### src/hw/rtl/ales_ram.sv
// ales_ram: generic single write port, single read port RAM with registered read.
// No dependencies.
`timescale 1ns / 1ps

module ales_ram #(
   parameter int WIDTH = 8,
   parameter int DEPTH = 16
) (
   input  logic                     clock,
   input  logic                     wr_en,
   input  logic [$clog2(DEPTH)-1:0] wr_addr,
   input  logic [WIDTH-1:0]         wr_data,
   input  logic [$clog2(DEPTH)-1:0] rd_addr,
   output logic [WIDTH-1:0]         rd_data
);

   logic [WIDTH-1:0] mem_ff [DEPTH];
   logic [WIDTH-1:0] rd_data_ff;

   always_ff @(posedge clock) begin
      if (wr_en) begin
         mem_ff[wr_addr] <= wr_data;
      end
      rd_data_ff <= mem_ff[rd_addr];
   end

   assign rd_data = rd_data_ff;

endmodule

### config.mk
export PLATFORM = sky130hd
export DESIGN_NAME = ales_ram
export DESIGN_NICKNAME = d
export VERILOG_FILES = /design/src/hw/rtl/ales_ram.sv
export SDC_FILE = /design/constraint.sdc
export NUM_CORES = 1
export LEC_CHECK = 0
export ABC_AREA = 1
export BUFFER_PORTS_ARGS = -buffer_cell sky130_fd_sc_hd__buf_4
export CAP_MARGIN = 20
export CORE_ASPECT_RATIO = 1.25
export CORE_UTILIZATION = 50
export DETAILED_ROUTE_END_ITERATION = 8
export PLACE_DENSITY_LB_ADDON = 0.25
export SYNTH_ARGS = -nofsm -noshare
export SYNTH_HDL_FRONTEND = slang
export SYNTH_SLANG_ARGS = --single-unit
### constraint.sdc
create_clock -name clock -period 1.12 [get_ports clock]
set_input_delay 0.224 -clock clock [delete_from_list [all_inputs] [get_ports clock]]
set_output_delay 0.224 -clock clock [all_outputs]
set_load 0.05 [all_outputs]
Word level (Yosys, flattened, before mapping)
Memory sizes are Yosys's and may differ from the RTL's. A register that Yosys moved wholly into a read port is not among the register bits.
Index checks and enable logic that the tools add are counted.
{ "word_totals": {"reg_bits": 0, "ram_bits": 128, "in_bits": 18, "out_inout_bits": 8, "elab_cells": 3, "memories": 1} }
{ "mem_list": {"columns": ["name", "words", "word_bits", "rd", "rd_ports_with_merged_regs", "write_ports", "line", "text"], "rows": [
  ["mem_ff", 16, 8, 1, 1, 1, "17", "logic [WIDTH-1:0] mem_ff [DEPTH];"]
]} }
{ "op_classes": {"n_mux": 2} }
{ "ops": {"columns": ["op", "count"], "rows": [
  ["2-to-1 mux 1 bit", 2]
]} }

Logic depth before layout (Yosys ltp)
Gate-level depths: netlist (run 1).
{ "logic_depth": {"word_depth": 2, "mapped_depth": 8, "depth_no_buf": 7} }

Worst setup path before layout (run 1)
No wires, ideal clock.
{ "synth_path": {"path_type": "input-to-reg", "from": "input wr_addr[3]", "to": "memory mem_ff[4][0], enable pin", "arrival_time_ns": 0.805, "t_required_ns": 0.750, "slack_ns": -0.055, "stages": 2, "cell_sequence": "nand3b_1 > nor2_1"} }
{ "synth_rtl": {"columns": ["item", "line", "text"], "rows": [
  ["from (decl)", "11", "input logic [$clog2(DEPTH)-1:0] wr_addr,"],
  ["to (decl)", "17", null]
]} }
Straight into the memory's write port.

Worst setup path in the final report (run 1)
{ "layout_path": {"from": "register rd_data_ff[0], in the netlist rd_data[0] (read register of mem_ff)", "to": "output rd_data[0]"} }
{ "layout_rtl": {"columns": ["item", "line", "text"], "rows": [
  ["from (decl)", "18", "logic [WIDTH-1:0] rd_data_ff;"],
  ["to (decl)", "14", "output logic [WIDTH-1:0] rd_data"]
]} }
No word-level cell between the ends.

==> impl_results.html, run 1 <==
<table>
<tr><th>Metric</th><th>Value</th></tr>
<tr><th colspan="2">Logic synthesis</th></tr>
<tr><td>Share of Yosys cell area claimed by the top area cell type</td><td>66.65%</td></tr>
<tr><td>Synth Area in Simple Gates</td><td>21.05%</td></tr>
<tr><td>Share of the yosys chip area belonging to registers</td><td>69.43%</td></tr>
<tr><td>Share of synthesized area spent on multiplexers</td><td>0%</td></tr>
<tr><td>Synthesized area per cell</td><td>10.47 um^2</td></tr>
<tr><td>Top cells by count, synth</td><td>173 x nand2_1, 128 x edfxtp_1, 100 x inv_1</td></tr>
<tr><td>Register bit count reported by yosys</td><td>136</td></tr>
<tr><td>Most common cell in the netlist</td><td>nand2_1</td></tr>
<tr><td>FFs w/ async S/R, synth</td><td>0%</td></tr>
<tr><td>Net count after synthesis</td><td>569</td></tr>
<tr><td>Most used DFF post-synth</td><td>edfxtp_1</td></tr>
<tr><td>Number of enable-type register cells in the synthesized netlist</td><td>128</td></tr>
<tr><td>Dominant combinational cell family by area after synthesis</td><td>simple AND/OR/NAND/NOR gates</td></tr>
<tr><td>Adder-cell area share of the yosys netlist</td><td>0%</td></tr>
<tr><td>Dominant cell type by area after synthesis</td><td>edfxtp_1</td></tr>
<tr><td>Top post-synthesis cells by area</td><td>edfxtp_1 67%, nand2_1 11%, nand3_1 8.4%, inv_1 6.5%, dfxtp_1 2.8%</td></tr>
<tr><td>Count of mapped cells out of synthesis</td><td>551</td></tr>
<tr><td>Yosys cell types</td><td>12</td></tr>
<tr><td>Synth Area in Compound Gates</td><td>0%</td></tr>
<tr><td>Yosys Warn Count</td><td>0</td></tr>
<tr><td>Synthesized-area fraction occupied by xor and xnor cells</td><td>0%</td></tr>
<tr><td>Summed instance area of the synthesized netlist</td><td>5767 um^2</td></tr>
<tr><th colspan="2">Min path</th></tr>
<tr><td>HP Class</td><td>in -&gt; reg</td></tr>
<tr><td>Worst Hold Depth</td><td>3</td></tr>
<tr><td>Hold path endpoint</td><td>rd_data[3]$_DFF_P_</td></tr>
<tr><td>Startpoint of the most critical hold path</td><td>rd_addr[3]</td></tr>
<tr><th colspan="2">Timing</th></tr>
<tr><td>Post-route setup slack</td><td>-0.02542 ns</td></tr>
<tr><td>Final Slew Violations</td><td>0</td></tr>
<tr><td>Count of endpoints failing setup in the final report</td><td>1</td></tr>
<tr><td>RSZ-0062 raised after global routing</td><td>true</td></tr>
<tr><td>Final setup skew</td><td>0.009682 ns</td></tr>
<tr><td>Final total negative setup slack</td><td>-0.02542 ns</td></tr>
<tr><td>Max_slew headroom</td><td>82.39%</td></tr>
<tr><td>Upper clock frequency limit</td><td>873.0 MHz</td></tr>
<tr><td>Final critical-path required period</td><td>1.145 ns</td></tr>
<tr><td>Share of the clock period used by the worst path</td><td>102.3%</td></tr>
<tr><td>Slew at the pin with the worst max-slew slack</td><td>0.2634 ns</td></tr>
<tr><td>Final hold vios</td><td>0</td></tr>
<tr><th colspan="2">Power</th></tr>
<tr><td>Total power draw</td><td>13.03 mW</td></tr>
<tr><td>PwrDens</td><td>1848 nW/um^2</td></tr>
<tr><td>Peak supply drop</td><td>1.004 mV</td></tr>
<tr><td>Cell leakage power</td><td>3.062 nW</td></tr>
<tr><th colspan="2">Detailed routing</th></tr>
<tr><td>Number of vias in the routed layout</td><td>3,953</td></tr>
<tr><td>Via-per-instance ratio</td><td>5.299</td></tr>
<tr><td># DRC</td><td>2</td></tr>
<tr><td>Wire length per cell after detailed routing</td><td>17.70 um</td></tr>
<tr><td>Number of optimization iterations in the first detailed-route pass</td><td>7</td></tr>
<tr><td>Final ANT Viol Nets</td><td>0</td></tr>
<tr><td>Final Routed Wirelength</td><td>13,200 um</td></tr>
<tr><td>DRC marker count from the first detailed-route iteration</td><td>325</td></tr>
<tr><th colspan="2">Clock network</th></tr>
<tr><td>Total CTS buffers</td><td>17</td></tr>
<tr><td>Count of hold buffers inserted by post-cts repair</td><td>0</td></tr>
<tr><td>Clock tree from TritonCTS</td><td>built</td></tr>
<tr><td>Insertion delay to the later sink of the worst-skew pair</td><td>0.41 ns</td></tr>
<tr><td>Clock root buffer</td><td>clkbuf_16</td></tr>
<tr><td>Level count of the clock H-tree</td><td>4</td></tr>
<tr><td>Clock slew at the register clock pins of the worst setup and hold paths</td><td>0.06 ns</td></tr>
<tr><td># clock sinks</td><td>136</td></tr>
<tr><td>Maximum buffer depth of the clock tree</td><td>2</td></tr>
<tr><td>Number of buffers added for setup after CTS</td><td>0</td></tr>
<tr><th colspan="2">Placement</th></tr>
<tr><td>Setup Slack @ Placement</td><td>-0.1811 ns</td></tr>
<tr><td>Detail Placement HPWL</td><td>8102 um</td></tr>
<tr><td>RePlAce Congestion</td><td>0.8320</td></tr>
<tr><td>Number of buffer cells added on primary ports</td><td>25</td></tr>
<tr><th colspan="2">Final layout</th></tr>
<tr><td>Sequential cell area</td><td>4014 um^2</td></tr>
<tr><td>Number of inserted diodes</td><td>0</td></tr>
<tr><td>Count of fill cells added during filler insertion</td><td>814</td></tr>
<tr><td>Synth-to-Final Area Change</td><td>22.28%</td></tr>
<tr><td>Multi-input gate area</td><td>1226 um^2</td></tr>
<tr><td>Final core utilization</td><td>63.32%</td></tr>
<tr><td>Total Nets Final</td><td>616</td></tr>
<tr><td>Fraction of final layout cells sized beyond drive strength 1</td><td>15.88%</td></tr>
<tr><th colspan="2">Worst setup path</th></tr>
<tr><td>End of the worst register-to-register path</td><td>rd_data[7]$_DFF_P_</td></tr>
<tr><td>Critical Path, Cell by Cell</td><td>buf_8</td></tr>
<tr><td>WP depth</td><td>1</td></tr>
<tr><td>Category of the most critical setup path</td><td>reg -&gt; out</td></tr>
<tr><td>Biggest cell delay along the critical path</td><td>0.36 ns</td></tr>
<tr><td>Delay-heaviest family, CP</td><td>flip-flops</td></tr>
<tr><td>Worst reg2reg startpoint</td><td>mem_ff[1][7]$_DFFE_PP_</td></tr>
<tr><td>Total buffers and inverters traversed by the critical path</td><td>1</td></tr>
<tr><td>Slowest stage cell on the critical path</td><td>dfxtp_2</td></tr>
<tr><td>Required time at the worst-slack endpoint</td><td>0.90 ns</td></tr>
<tr><td>Arrival time of data at the critical path endpoint</td><td>0.92 ns</td></tr>
<tr><td>Kind of capture point of the worst setup path</td><td>primary output</td></tr>
<tr><td>Nature of the critical path startpoint</td><td>flip-flop</td></tr>
<tr><td>Number of cell instances on the worst register-to-register path</td><td>6</td></tr>
<tr><td>Critical-path maximum fanout</td><td>1</td></tr>
<tr><td>Setup slack of the worst register-to-register path</td><td>0.08 ns</td></tr>
<tr><th colspan="2">Job</th></tr>
<tr><td>Max-cap violations</td><td>0</td></tr>
<tr><th colspan="2">Die</th></tr>
<tr><td>Die X-Extent</td><td>98.06 um</td></tr>
<tr><td>Overall die height</td><td>122.1 um</td></tr>
<tr><td>Placeable Area</td><td>11,140 um^2</td></tr>
<tr><td>Total die area</td><td>11,970 um^2</td></tr>
<tr><td>Starting density of the core</td><td>51.78%</td></tr>
<tr><td>Count of standard-cell rows</td><td>43</td></tr>
<tr><td>Ports</td><td>26</td></tr>
<tr><th colspan="2">GRT</th></tr>
<tr><td>Total global routing track utilization</td><td>23.95%</td></tr>
<tr><td>Largest net degree at the start of global routing</td><td>50</td></tr>
<tr><td>Global-route wire length before repair</td><td>20,560 um</td></tr>
<tr><td>Number of global-route vias before repair</td><td>3,951</td></tr>
<tr><td>Overflow left after global routing</td><td>0</td></tr>
<tr><td>Antenna violations before repair</td><td>0</td></tr>
<tr><th colspan="2">Run status</th></tr>
<tr><td>Violations in the final reports</td><td>design-rule violations, negative setup slack</td></tr>
<tr><td>Result of the run</td><td>finished with violations</td></tr>
</table>
==> per-stage QoR <==
stage	instance area (um^2)	std cells	hold WS (ns)
2_1_floorplan	5779	551	0.3229
3_3_place_gp	6310	714	0.5473
3_5_place_dp	6310	714	0.5492
4_1_cts	7052	746	0.1142
5_1_grt	7052	746	0.1383
6_report	7052	746	0.1338
==> what timing repair did <==
item | CTS | global route
endpoints found under the hold margin | 0 | 0
cloned | 0 | 0
gates resized for setup | 22 | 0
setup endpoints to repair | 8 | 8
==> power breakdown <==
group	total (mW)	switching, mW	leakage, nW	internal, mW
Clock	6.35	2.05	0.327	4.30
Combinational	0.939	0.614	1.51	0.325
Sequential	5.74	0.0456	1.22	5.70
Total	13.0	2.71	3.06	10.3
==> sequential cells by signal (all words and copies together) (netlist names) <==
signal and cells:
rd_data 8, mem_ff 128
==> final cells by class <==
cell class	instances	area share [%]
multi-input combinational	289	17.39
clock buffer	21	6.529
inverter	102	5.429
tap	135	2.395
timing repair buffer	52	8.233
sequential	136	56.92
clock inverter	11	3.105
==> how the worst max path moves through the flow <==
stage,from,slack [ns],end
after floorplan,wr_addr[2],-0.05,mem_ff[11][0]$_DFFE_PP_
after CTS,rd_data[0]$_DFF_P_,-0.04,rd_data[0]
after detailed placement,rd_addr[0],-0.18,rd_data[4]$_DFF_P_
final,rd_data[0]$_DFF_P_,-0.03,rd_data[0]
after global routing,rd_data[0]$_DFF_P_,-0.05,rd_data[0]
after global placement,rd_addr[0],-0.16,rd_data[4]$_DFF_P_
==> routing by layer <==
layer / track usage [%] / wire, um
met5: 0 / 0
met3: 5.106 / 714
met4: 14.11 / 549
met2: 40.89 / 6717
met1: 27.97 / 5222
==> cell usage in the layout (no fill, tap or decap), drive strengths merged <==
cell / n
clkbuf: 21
clkinv: 4
nand3: 97
nand2: 173
dfxtp: 8
nand3b: 2
clkinvlp: 1
edfxtp: 128
buf: 52
inv: 102
nor2: 17
bufinv: 6
==> kinds of logic (layout without fill, tap and decap cells) <==
kind of cell           after synthesis  after routing
buffers and inverters              126            186
and+or+nand+nor                    289            289
DFF                                136            136
(Power assumes the default switching activity.)
==> inputs of run 2 (changes only) <==
Clock period 1.12 ns to 1.5 ns, I/O delays scaled along.
==> impl_results.html, run 2 (synthesis results as in run 1) <==
<table>
<tr><th>Metric</th><th>Value</th></tr>
<tr><th colspan="2">Run status</th></tr>
<tr><td>Result of the run</td><td>finished with violations</td></tr>
<tr><td>Violations in the final reports</td><td>design-rule violations</td></tr>
<tr><th colspan="2">Power</th></tr>
<tr><td>Cell leakage power</td><td>2.945 nW (-3.8%)</td></tr>
<tr><td>PwrDens</td><td>1279 nW/um^2 (-31%)</td></tr>
<tr><td>Peak supply drop</td><td>0.7632 mV (-24%)</td></tr>
<tr><th colspan="2">Worst setup path</th></tr>
<tr><td>Nature of the critical path startpoint</td><td>flip-flop</td></tr>
<tr><td>Number of cell instances on the worst register-to-register path</td><td>6 (unchanged)</td></tr>
<tr><td>Critical-path maximum fanout</td><td>1 (unchanged)</td></tr>
<tr><td>Endpoint of the worst setup timing path</td><td>rd_data[6]</td></tr>
<tr><td>Kind of capture point of the worst setup path</td><td>primary output</td></tr>
<tr><td>Crit path launch</td><td>rd_data[6]$_DFF_P_</td></tr>
<tr><td>Setup slack of the worst register-to-register path</td><td>0.48 ns (+0.40 ns)</td></tr>
<tr><td>Worst reg2reg startpoint</td><td>mem_ff[8][3]$_DFFE_PP_</td></tr>
<tr><td>Total buffers and inverters traversed by the critical path</td><td>1 (unchanged)</td></tr>
<tr><td>Category of the most critical setup path</td><td>reg -&gt; out</td></tr>
<tr><td>End of the worst register-to-register path</td><td>rd_data[3]$_DFF_P_</td></tr>
<tr><td>Required time at the worst-slack endpoint</td><td>1.20 ns (+0.30 ns)</td></tr>
<tr><td>Arrival time of data at the critical path endpoint</td><td>0.96 ns (+0.04 ns)</td></tr>
<tr><td>Critical Path, Cell by Cell</td><td>buf_4</td></tr>
<tr><td>Biggest cell delay along the critical path</td><td>0.35 ns (about the same)</td></tr>
<tr><td>Delay-heaviest family, CP</td><td>flip-flops</td></tr>
<tr><td>WP depth</td><td>1 (unchanged)</td></tr>
<tr><td>Slowest stage cell on the critical path</td><td>dfxtp_1</td></tr>
<tr><th colspan="2">Clock network</th></tr>
<tr><td>Maximum buffer depth of the clock tree</td><td>2 (unchanged)</td></tr>
<tr><td>Clock slew at the register clock pins of the worst setup and hold paths</td><td>0.05 ns (about the same)</td></tr>
<tr><td>Number of buffers added for setup after CTS</td><td>0 (unchanged)</td></tr>
<tr><td>Quantity of gates resized following cts</td><td>0 (-100%)</td></tr>
<tr><td>Level count of the clock H-tree</td><td>4 (unchanged)</td></tr>
<tr><td>Clock tree from TritonCTS</td><td>built</td></tr>
<tr><td>Clock root buffer</td><td>clkbuf_16</td></tr>
<tr><td>Total CTS buffers</td><td>17 (unchanged)</td></tr>
<tr><td>Count of hold buffers inserted by post-cts repair</td><td>0 (unchanged)</td></tr>
<tr><td># clock sinks</td><td>136 (unchanged)</td></tr>
<tr><td>Insertion delay to the later sink of the worst-skew pair</td><td>0.41 ns (about the same)</td></tr>
<tr><th colspan="2">Final layout</th></tr>
<tr><td>Count of fill cells added during filler insertion</td><td>902 (+11%)</td></tr>
<tr><td>Largest register FFs</td><td>128 (unchanged)</td></tr>
<tr><td>Multi-input gate area</td><td>1214 um^2 (-1.0%)</td></tr>
<tr><td>Total Nets Final</td><td>615 (-0.16%)</td></tr>
<tr><td>Sequential cell area</td><td>4004 um^2 (-0.25%)</td></tr>
<tr><td>Synth-to-Final Area Change</td><td>16.45%</td></tr>
<tr><td>Number of inserted diodes</td><td>0 (unchanged)</td></tr>
<tr><td>Fraction of final layout cells sized beyond drive strength 1</td><td>12.62% (-3.3 points)</td></tr>
<tr><td>Most common cell after layout, fill and taps aside</td><td>nand2_1</td></tr>
<tr><td>Most flops, register</td><td>mem_ff</td></tr>
<tr><td>Top library cells by usage in the layout, fill and taps aside</td><td>173 x nand2_1, 128 x edfxtp_1, 100 x inv_1</td></tr>
<tr><th colspan="2">GRT</th></tr>
<tr><td>Largest net degree at the start of global routing</td><td>65 (+30%)</td></tr>
<tr><td>Overflow left after global routing</td><td>0 (unchanged)</td></tr>
<tr><td>Number of global-route vias before repair</td><td>3,681 (-6.8%)</td></tr>
<tr><td>Global-route wire length before repair</td><td>19,690 um (-4.2%)</td></tr>
<tr><td>Total global routing track utilization</td><td>22.66% (-1.3 points)</td></tr>
<tr><td>Antenna violations before repair</td><td>0 (unchanged)</td></tr>
<tr><th colspan="2">Detailed routing</th></tr>
<tr><td>Wire length per cell after detailed routing</td><td>16.66 um (-5.9%)</td></tr>
<tr><td>Via-per-instance ratio</td><td>5.144 (-2.9%)</td></tr>
<tr><td>Final ANT Viol Nets</td><td>0 (unchanged)</td></tr>
<tr><td>DRC marker count from the first detailed-route iteration</td><td>303 (-6.8%)</td></tr>
<tr><td>Final Routed Wirelength</td><td>12,410 um (-6.0%)</td></tr>
<tr><td># DRC</td><td>2 (unchanged)</td></tr>
<tr><td>Number of vias in the routed layout</td><td>3,832 (-3.1%)</td></tr>
<tr><td>Number of optimization iterations in the first detailed-route pass</td><td>7 (unchanged)</td></tr>
<tr><th colspan="2">Timing</th></tr>
<tr><td>Count of endpoints failing setup in the final report</td><td>0 (-1)</td></tr>
<tr><td>Final Slew Violations</td><td>0 (unchanged)</td></tr>
<tr><td>Post-route setup slack</td><td>0.2400 ns (+0.2654 ns)</td></tr>
<tr><td>Slew at the pin with the worst max-slew slack</td><td>0.3009 ns (+0.03744 ns)</td></tr>
<tr><td>Final setup skew</td><td>0.008409 ns (-0.001273 ns)</td></tr>
<tr><td>Max_slew headroom</td><td>79.94% (-2.4 points)</td></tr>
<tr><td>Final critical-path required period</td><td>1.260 ns</td></tr>
<tr><td>RSZ-0062 raised after global routing</td><td>false</td></tr>
<tr><td>Final hold vios</td><td>0 (unchanged)</td></tr>
<tr><td>Upper clock frequency limit</td><td>793.7 MHz</td></tr>
<tr><td>Share of the clock period used by the worst path</td><td>84.00%</td></tr>
<tr><td>Final total negative setup slack</td><td>0 ns (+0.02542 ns)</td></tr>
<tr><th colspan="2">Placement</th></tr>
<tr><td>RePlAce Congestion</td><td>0.8607 (+3.4%)</td></tr>
<tr><td>Setup Slack @ Placement</td><td>0.09666 ns (+0.2778 ns)</td></tr>
<tr><td>Detail Placement HPWL</td><td>7735 um (-4.5%)</td></tr>
<tr><td>Number of buffer cells added on primary ports</td><td>25 (unchanged)</td></tr>
<tr><th colspan="2">Die</th></tr>
<tr><td>Placeable Area</td><td>11,140 um^2 (unchanged)</td></tr>
<tr><td>Total die area</td><td>11,970 um^2 (unchanged)</td></tr>
<tr><td>Die X-Extent</td><td>98.06 um (unchanged)</td></tr>
<tr><td>Starting density of the core</td><td>51.78% (unchanged)</td></tr>
<tr><td>Count of standard-cell rows</td><td>43 (unchanged)</td></tr>
<tr><td>Overall die height</td><td>122.1 um (unchanged)</td></tr>
<tr><td>Ports</td><td>26 (unchanged)</td></tr>
<tr><th colspan="2">Min path</th></tr>
<tr><td>HP Class</td><td>in -&gt; reg</td></tr>
<tr><th colspan="2">Job</th></tr>
<tr><td>Max-cap violations</td><td>0 (unchanged)</td></tr>
</table>
[run 2: final cells by class]
class                      count  share of cell area, %
clock buffer                  28                  7.546
clock inverter                 4                 0.2795
inverter                     102                  5.702
multi-input combinational    289                  18.07
sequential                   136                  59.62
tap                          135                  2.515
timing repair buffer          51                  6.260
[run 2: power breakdown]
group,internal (mW),switching [mW]
sequential,4.25,0.0261
combinational,0.194,0.443
clock,2.27,1.40
[run 2: how the worst min path moves through the flow]
stage,to,cells after the start,startpoint,slack (ns)
2_1_floorplan,mem_ff[0][0]$_DFFE_PP_,0,wr_data[0],0.40
3_3_place_gp,rd_data[6]$_DFF_P_,3,rd_addr[3],0.62
3_5_place_dp,rd_data[7]$_DFF_P_,3,rd_addr[3],0.64
4_1_cts,mem_ff[0][1]$_DFFE_PP_,1,wr_data[1],0.21
5_1_grt,mem_ff[0][1]$_DFFE_PP_,1,wr_data[1],0.22
6_report,mem_ff[0][1]$_DFFE_PP_,1,wr_data[1],0.23
[run 2: through the flow]
stage / hold WS, ns / utilization (%) / area [um^2] / std cells / power [mW]
2_1_floorplan: 0.3989 / - / 5767 / 551 / 4.735
3_3_place_gp: 0.6245 / 55.58 / 6190 / 713 / 4.982
3_5_place_dp: 0.6390 / 55.58 / 6190 / 713 / 4.993
4_1_cts: 0.2143 / 60.30 / 6715 / 745 / 8.636
5_1_grt: 0.2202 / 60.30 / 6715 / 745 / 8.875
6_report: 0.2290 / 60.30 / 6715 / 745 / 8.592
[run 2: routing by layer]
metal	routed length [um]	up-vias	GRT usage [%]
met2	6179	140	37.19
met4	166	0	8.712
met5	0	-	0
li1	-	1861	-
met3	789	12	5.336
met1	5273	1819	29.33
==> inputs of run 3 (changes only) <==
Settings changed: ABC_AREA 1 to 0.
Clock period 1.5 ns to 1.2 ns, I/O delays scaled along.
==> impl_results.html, run 3 <==
<table>
<tr><th>Metric</th><th>Value</th></tr>
<tr><th colspan="2">Logic synthesis</th></tr>
<tr><td>Most common cell in the netlist</td><td>edfxtp_1</td></tr>
<tr><td>Synth Area in Simple Gates</td><td>3.184% (-18 points)</td></tr>
<tr><td>Synthesized-area fraction occupied by xor and xnor cells</td><td>0% (unchanged)</td></tr>
<tr><td>Top cells by count, synth</td><td>128 x edfxtp_1, 18 x mux4_2, 16 x a22oi_1</td></tr>
<tr><td>Share of the yosys chip area belonging to registers</td><td>77.78% (+8.4 points)</td></tr>
<tr><td>Most used DFF post-synth</td><td>edfxtp_1</td></tr>
<tr><td>Yosys cell types</td><td>19 (+7)</td></tr>
<tr><td>Net count after synthesis</td><td>247 (-57%)</td></tr>
<tr><td>FFs w/ async S/R, synth</td><td>0% (unchanged)</td></tr>
<tr><td>Register bit count reported by yosys</td><td>136 (unchanged)</td></tr>
<tr><td>Adder-cell area share of the yosys netlist</td><td>0% (unchanged)</td></tr>
<tr><td>Count of mapped cells out of synthesis</td><td>229 (-58%)</td></tr>
<tr><td>Share of synthesized area spent on multiplexers</td><td>15.02% (+15 points)</td></tr>
<tr><td>Yosys Warn Count</td><td>0 (unchanged)</td></tr>
<tr><td>Number of enable-type register cells in the synthesized netlist</td><td>128 (unchanged)</td></tr>
<tr><td>Synth Area in Compound Gates</td><td>2.333% (+2.3 points)</td></tr>
<tr><td>Dominant combinational cell family by area after synthesis</td><td>multiplexers</td></tr>
<tr><td>Top post-synthesis cells by area</td><td>edfxtp_1 75%, mux4_2 7.9%, mux4_1 7.1%, dfxtp_1 3.1%, a22oi_1 2.3%</td></tr>
<tr><td>Summed instance area of the synthesized netlist</td><td>5147 um^2 (-11%)</td></tr>
<tr><td>Synthesized area per cell</td><td>22.48 um^2 (+110%)</td></tr>
<tr><td>Share of Yosys cell area claimed by the top area cell type</td><td>74.67% (+8.0 points)</td></tr>
<tr><td>Dominant cell type by area after synthesis</td><td>edfxtp_1</td></tr>
<tr><th colspan="2">Worst setup path</th></tr>
<tr><td>Endpoint of the worst setup timing path</td><td>rd_data[6]$_DFF_P_</td></tr>
<tr><td>Number of cell instances on the worst register-to-register path</td><td>3 (-3)</td></tr>
<tr><td>Kind of capture point of the worst setup path</td><td>flip-flop</td></tr>
<tr><td>Crit path launch</td><td>mem_ff[2][6]$_DFFE_PP_</td></tr>
<tr><td>Required time at the worst-slack endpoint</td><td>1.50 ns (+0.30 ns)</td></tr>
<tr><td>Critical-path maximum fanout</td><td>1 (unchanged)</td></tr>
<tr><td>End of the worst register-to-register path</td><td>rd_data[6]$_DFF_P_</td></tr>
<tr><td>Setup slack of the worst register-to-register path</td><td>-0.05 ns (-0.53 ns)</td></tr>
<tr><td>Worst reg2reg startpoint</td><td>mem_ff[2][6]$_DFFE_PP_</td></tr>
<tr><td>Arrival time of data at the critical path endpoint</td><td>1.55 ns (+0.59 ns)</td></tr>
<tr><td>Category of the most critical setup path</td><td>reg -&gt; reg</td></tr>
<tr><td>Nature of the critical path startpoint</td><td>flip-flop</td></tr>
<tr><th colspan="2">Final layout</th></tr>
<tr><td>Number of inserted diodes</td><td>0 (unchanged)</td></tr>
<tr><td>Synth-to-Final Area Change</td><td>27.03%</td></tr>
<tr><td>Count of fill cells added during filler insertion</td><td>680 (-25%)</td></tr>
<tr><td>Largest register FFs</td><td>128 (unchanged)</td></tr>
<tr><td>Final Instance Count excl. Fillers</td><td>437 (-41%)</td></tr>
<tr><td>Sequential cell area</td><td>4010 um^2 (+0.16%)</td></tr>
<tr><td>Most flops, register</td><td>mem_ff</td></tr>
<tr><td>Total Nets Final</td><td>313 (-49%)</td></tr>
<tr><td>Most common cell after layout, fill and taps aside</td><td>edfxtp_1</td></tr>
<tr><td>Top library cells by usage in the layout, fill and taps aside</td><td>128 x edfxtp_1, 40 x buf_4, 31 x mux4_2</td></tr>
<tr><td>Multi-input gate area</td><td>1122 um^2 (-7.5%)</td></tr>
<tr><td>Fraction of final layout cells sized beyond drive strength 1</td><td>47.40% (+35 points)</td></tr>
<tr><th colspan="2">Timing</th></tr>
<tr><td>RSZ-0062 raised after global routing</td><td>true</td></tr>
<tr><td>Final setup skew</td><td>0.005690 ns (-0.002719 ns)</td></tr>
<tr><td>Upper clock frequency limit</td><td>800.4 MHz</td></tr>
<tr><td>Share of the clock period used by the worst path</td><td>104.1%</td></tr>
<tr><td>Count of endpoints failing setup in the final report</td><td>8 (+8)</td></tr>
<tr><td>Final critical-path required period</td><td>1.249 ns</td></tr>
<tr><td>Max_slew headroom</td><td>31.06% (-49 points)</td></tr>
<tr><td>Final total negative setup slack</td><td>-0.2185 ns (-0.2185 ns)</td></tr>
<tr><td>Post-route setup slack</td><td>-0.04932 ns (-0.2893 ns)</td></tr>
<tr><td>Final Slew Violations</td><td>0 (unchanged)</td></tr>
<tr><td>Slew at the pin with the worst max-slew slack</td><td>1.030 ns (+0.7294 ns)</td></tr>
<tr><td>Final hold vios</td><td>0 (unchanged)</td></tr>
<tr><th colspan="2">Die</th></tr>
<tr><td>Starting density of the core</td><td>51.19% (-0.59 points)</td></tr>
<tr><td>Count of standard-cell rows</td><td>41 (-4.7%)</td></tr>
<tr><td>Placeable Area</td><td>10,050 um^2 (-9.7%)</td></tr>
<tr><td>Die X-Extent</td><td>92.75 um (-5.4%)</td></tr>
<tr><td>Overall die height</td><td>115.4 um (-5.4%)</td></tr>
<tr><td>Ports</td><td>26 (unchanged)</td></tr>
<tr><td>Total die area</td><td>10,710 um^2 (-11%)</td></tr>
<tr><th colspan="2">Power</th></tr>
<tr><td>Net switching fraction of the power</td><td>19.45% (-2.3 points)</td></tr>
<tr><td>Internal power consumption</td><td>9.502 mW (+41%)</td></tr>
<tr><td>Cell leakage power</td><td>2.201 nW (-25%)</td></tr>
<tr><td>Peak supply drop</td><td>1.066 mV (+40%)</td></tr>
<tr><td>Sequential power share</td><td>45.4% (-4.4 points)</td></tr>
<tr><td>Switching power</td><td>2.294 mW (+23%)</td></tr>
<tr><td>Gate power share</td><td>6.2% (-1.2 points)</td></tr>
<tr><td>Share of power burned in the clock network</td><td>48.4% (+5.6 points)</td></tr>
<tr><td>PwrDens</td><td>1804 nW/um^2 (+41%)</td></tr>
<tr><th colspan="2">Detailed routing</th></tr>
<tr><td>Number of optimization iterations in the first detailed-route pass</td><td>4 (-3)</td></tr>
<tr><td>Final ANT Viol Nets</td><td>0 (unchanged)</td></tr>
<tr><td>Final Routed Wirelength</td><td>9736 um (-22%)</td></tr>
<tr><td>DRC marker count from the first detailed-route iteration</td><td>152 (-50%)</td></tr>
<tr><td>Number of vias in the routed layout</td><td>2,431 (-37%)</td></tr>
<tr><td>Via-per-instance ratio</td><td>5.563 (+8.2%)</td></tr>
<tr><td>Wire length per cell after detailed routing</td><td>22.28 um (+34%)</td></tr>
<tr><td># DRC</td><td>0 (-2)</td></tr>
<tr><th colspan="2">GRT</th></tr>
<tr><td>Total global routing track utilization</td><td>20.44% (-2.2 points)</td></tr>
<tr><td>Largest net degree at the start of global routing</td><td>17 (-74%)</td></tr>
<tr><td>Global-route wire length before repair</td><td>14,720 um (-25%)</td></tr>
<tr><td>Antenna violations before repair</td><td>0 (unchanged)</td></tr>
<tr><td>Overflow left after global routing</td><td>0 (unchanged)</td></tr>
<tr><td>Number of global-route vias before repair</td><td>2,558 (-31%)</td></tr>
<tr><th colspan="2">Clock network</th></tr>
<tr><td>Level count of the clock H-tree</td><td>4 (unchanged)</td></tr>
<tr><td># clock sinks</td><td>136 (unchanged)</td></tr>
<tr><td>Maximum buffer depth of the clock tree</td><td>2 (unchanged)</td></tr>
<tr><td>Insertion delay to the later sink of the worst-skew pair</td><td>0.41 ns (about the same)</td></tr>
<tr><td>Clock root buffer</td><td>clkbuf_16</td></tr>
<tr><td>Clock slew at the register clock pins of the worst setup and hold paths</td><td>0.06 ns (about the same)</td></tr>
<tr><td>Clock tree from TritonCTS</td><td>built</td></tr>
<tr><td>Total CTS buffers</td><td>17 (unchanged)</td></tr>
<tr><th colspan="2">Run status</th></tr>
<tr><td>Violations in the final reports</td><td>negative setup slack</td></tr>
<tr><td>Result of the run</td><td>finished with violations</td></tr>
<tr><th colspan="2">Min path</th></tr>
<tr><td>Startpoint of the most critical hold path</td><td>wr_data[0]</td></tr>
<tr><td>HP Class</td><td>in -&gt; reg</td></tr>
<tr><th colspan="2">Job</th></tr>
<tr><td>Max-cap violations</td><td>0 (unchanged)</td></tr>
<tr><th colspan="2">Placement</th></tr>
<tr><td>Detail Placement HPWL</td><td>6368 um (-18%)</td></tr>
<tr><td>Placed cells</td><td>405 (-43%)</td></tr>
<tr><td>Number of buffer cells added on primary ports</td><td>25 (unchanged)</td></tr>
<tr><td>RePlAce Congestion</td><td>0.7744 (-10%)</td></tr>
</table>
## run 3: routing by layer
layer | vias to the layer above | GRT usage [%] | wire length (um)
li1 | 1091 | - | -
met1 | 1254 | 25.21 | 3882
met2 | 70 | 33.73 | 5153
met3 | 16 | 5.774 | 539
met4 | 0 | 9.744 | 161
met5 | - | 0 | 0
## run 3: worst min-delay path by stage
stage | end | cells past startpoint
global route | mem_ff[7][5]$_DFFE_PP_ | 1
floorplan | mem_ff[0][0]$_DFFE_PP_ | 0
detailed placement | mem_ff[15][0]$_DFFE_PP_ | 1
global placement | mem_ff[7][5]$_DFFE_PP_ | 1
CTS | mem_ff[6][5]$_DFFE_PP_ | 1
finish | mem_ff[13][0]$_DFFE_PP_ | 1
## run 3: power by group through the flow
stage               Combinational (mW)  Clock [mW]  Sequential (mW)
finish                           0.732        5.71             5.36
CTS                              0.734        5.77             5.36
floorplan                        0.306           0             5.54
detailed placement               0.703           0             5.45
global placement                 0.691           0             5.44
global route                     0.778        5.99             5.36
## run 3: repair_timing
action | in CTS | in global routing
resized for setup | 14 | 7
setup buffers | 0 | 0
hold buffers | 0 | 0
setup endpoints to repair | 14 | 11
pin swaps | 3 | 3
## run 3: through the flow
step / hold WS (ns) / utilization, % / area (um^2) / power (mW) / setup WS [ns]
after floorplan: 0.3389 / - / 5196 / 5.850 / -0.1731
after global placement: 0.5375 / 57.72 / 5803 / 6.134 / -0.3603
after detailed placement: 0.5595 / 57.72 / 5803 / 6.150 / -0.3707
after CTS: 0.1253 / 64.80 / 6515 / 11.86 / -0.05833
after global routing: 0.1306 / 65.03 / 6539 / 12.14 / -0.08900
final: 0.1358 / 65.03 / 6539 / 11.80 / -0.04932
## run 3: area by class of cell
cell class | instances | area share [%]
clock inverter | 15 | 3.540
tap | 129 | 2.468
clock buffer | 17 | 6.506
sequential | 136 | 61.33
multi-input combinational | 83 | 17.16
timing repair buffer | 57 | 8.993
## run 3: kinds of logic after synthesis
logic type | Yosys count
flip-flops | 136
AND/OR/NAND/NOR | 35
multiplexers | 32
AO/OA/AOI/OAI | 16
buffers and inverters | 10
## run 3: worst max-delay path, stage by stage, from the launching register on
cell	delay, ns
edfxtp_1	0.37
mux4_2	0.47
a22oi_2	0.21
nand2_1	0.08
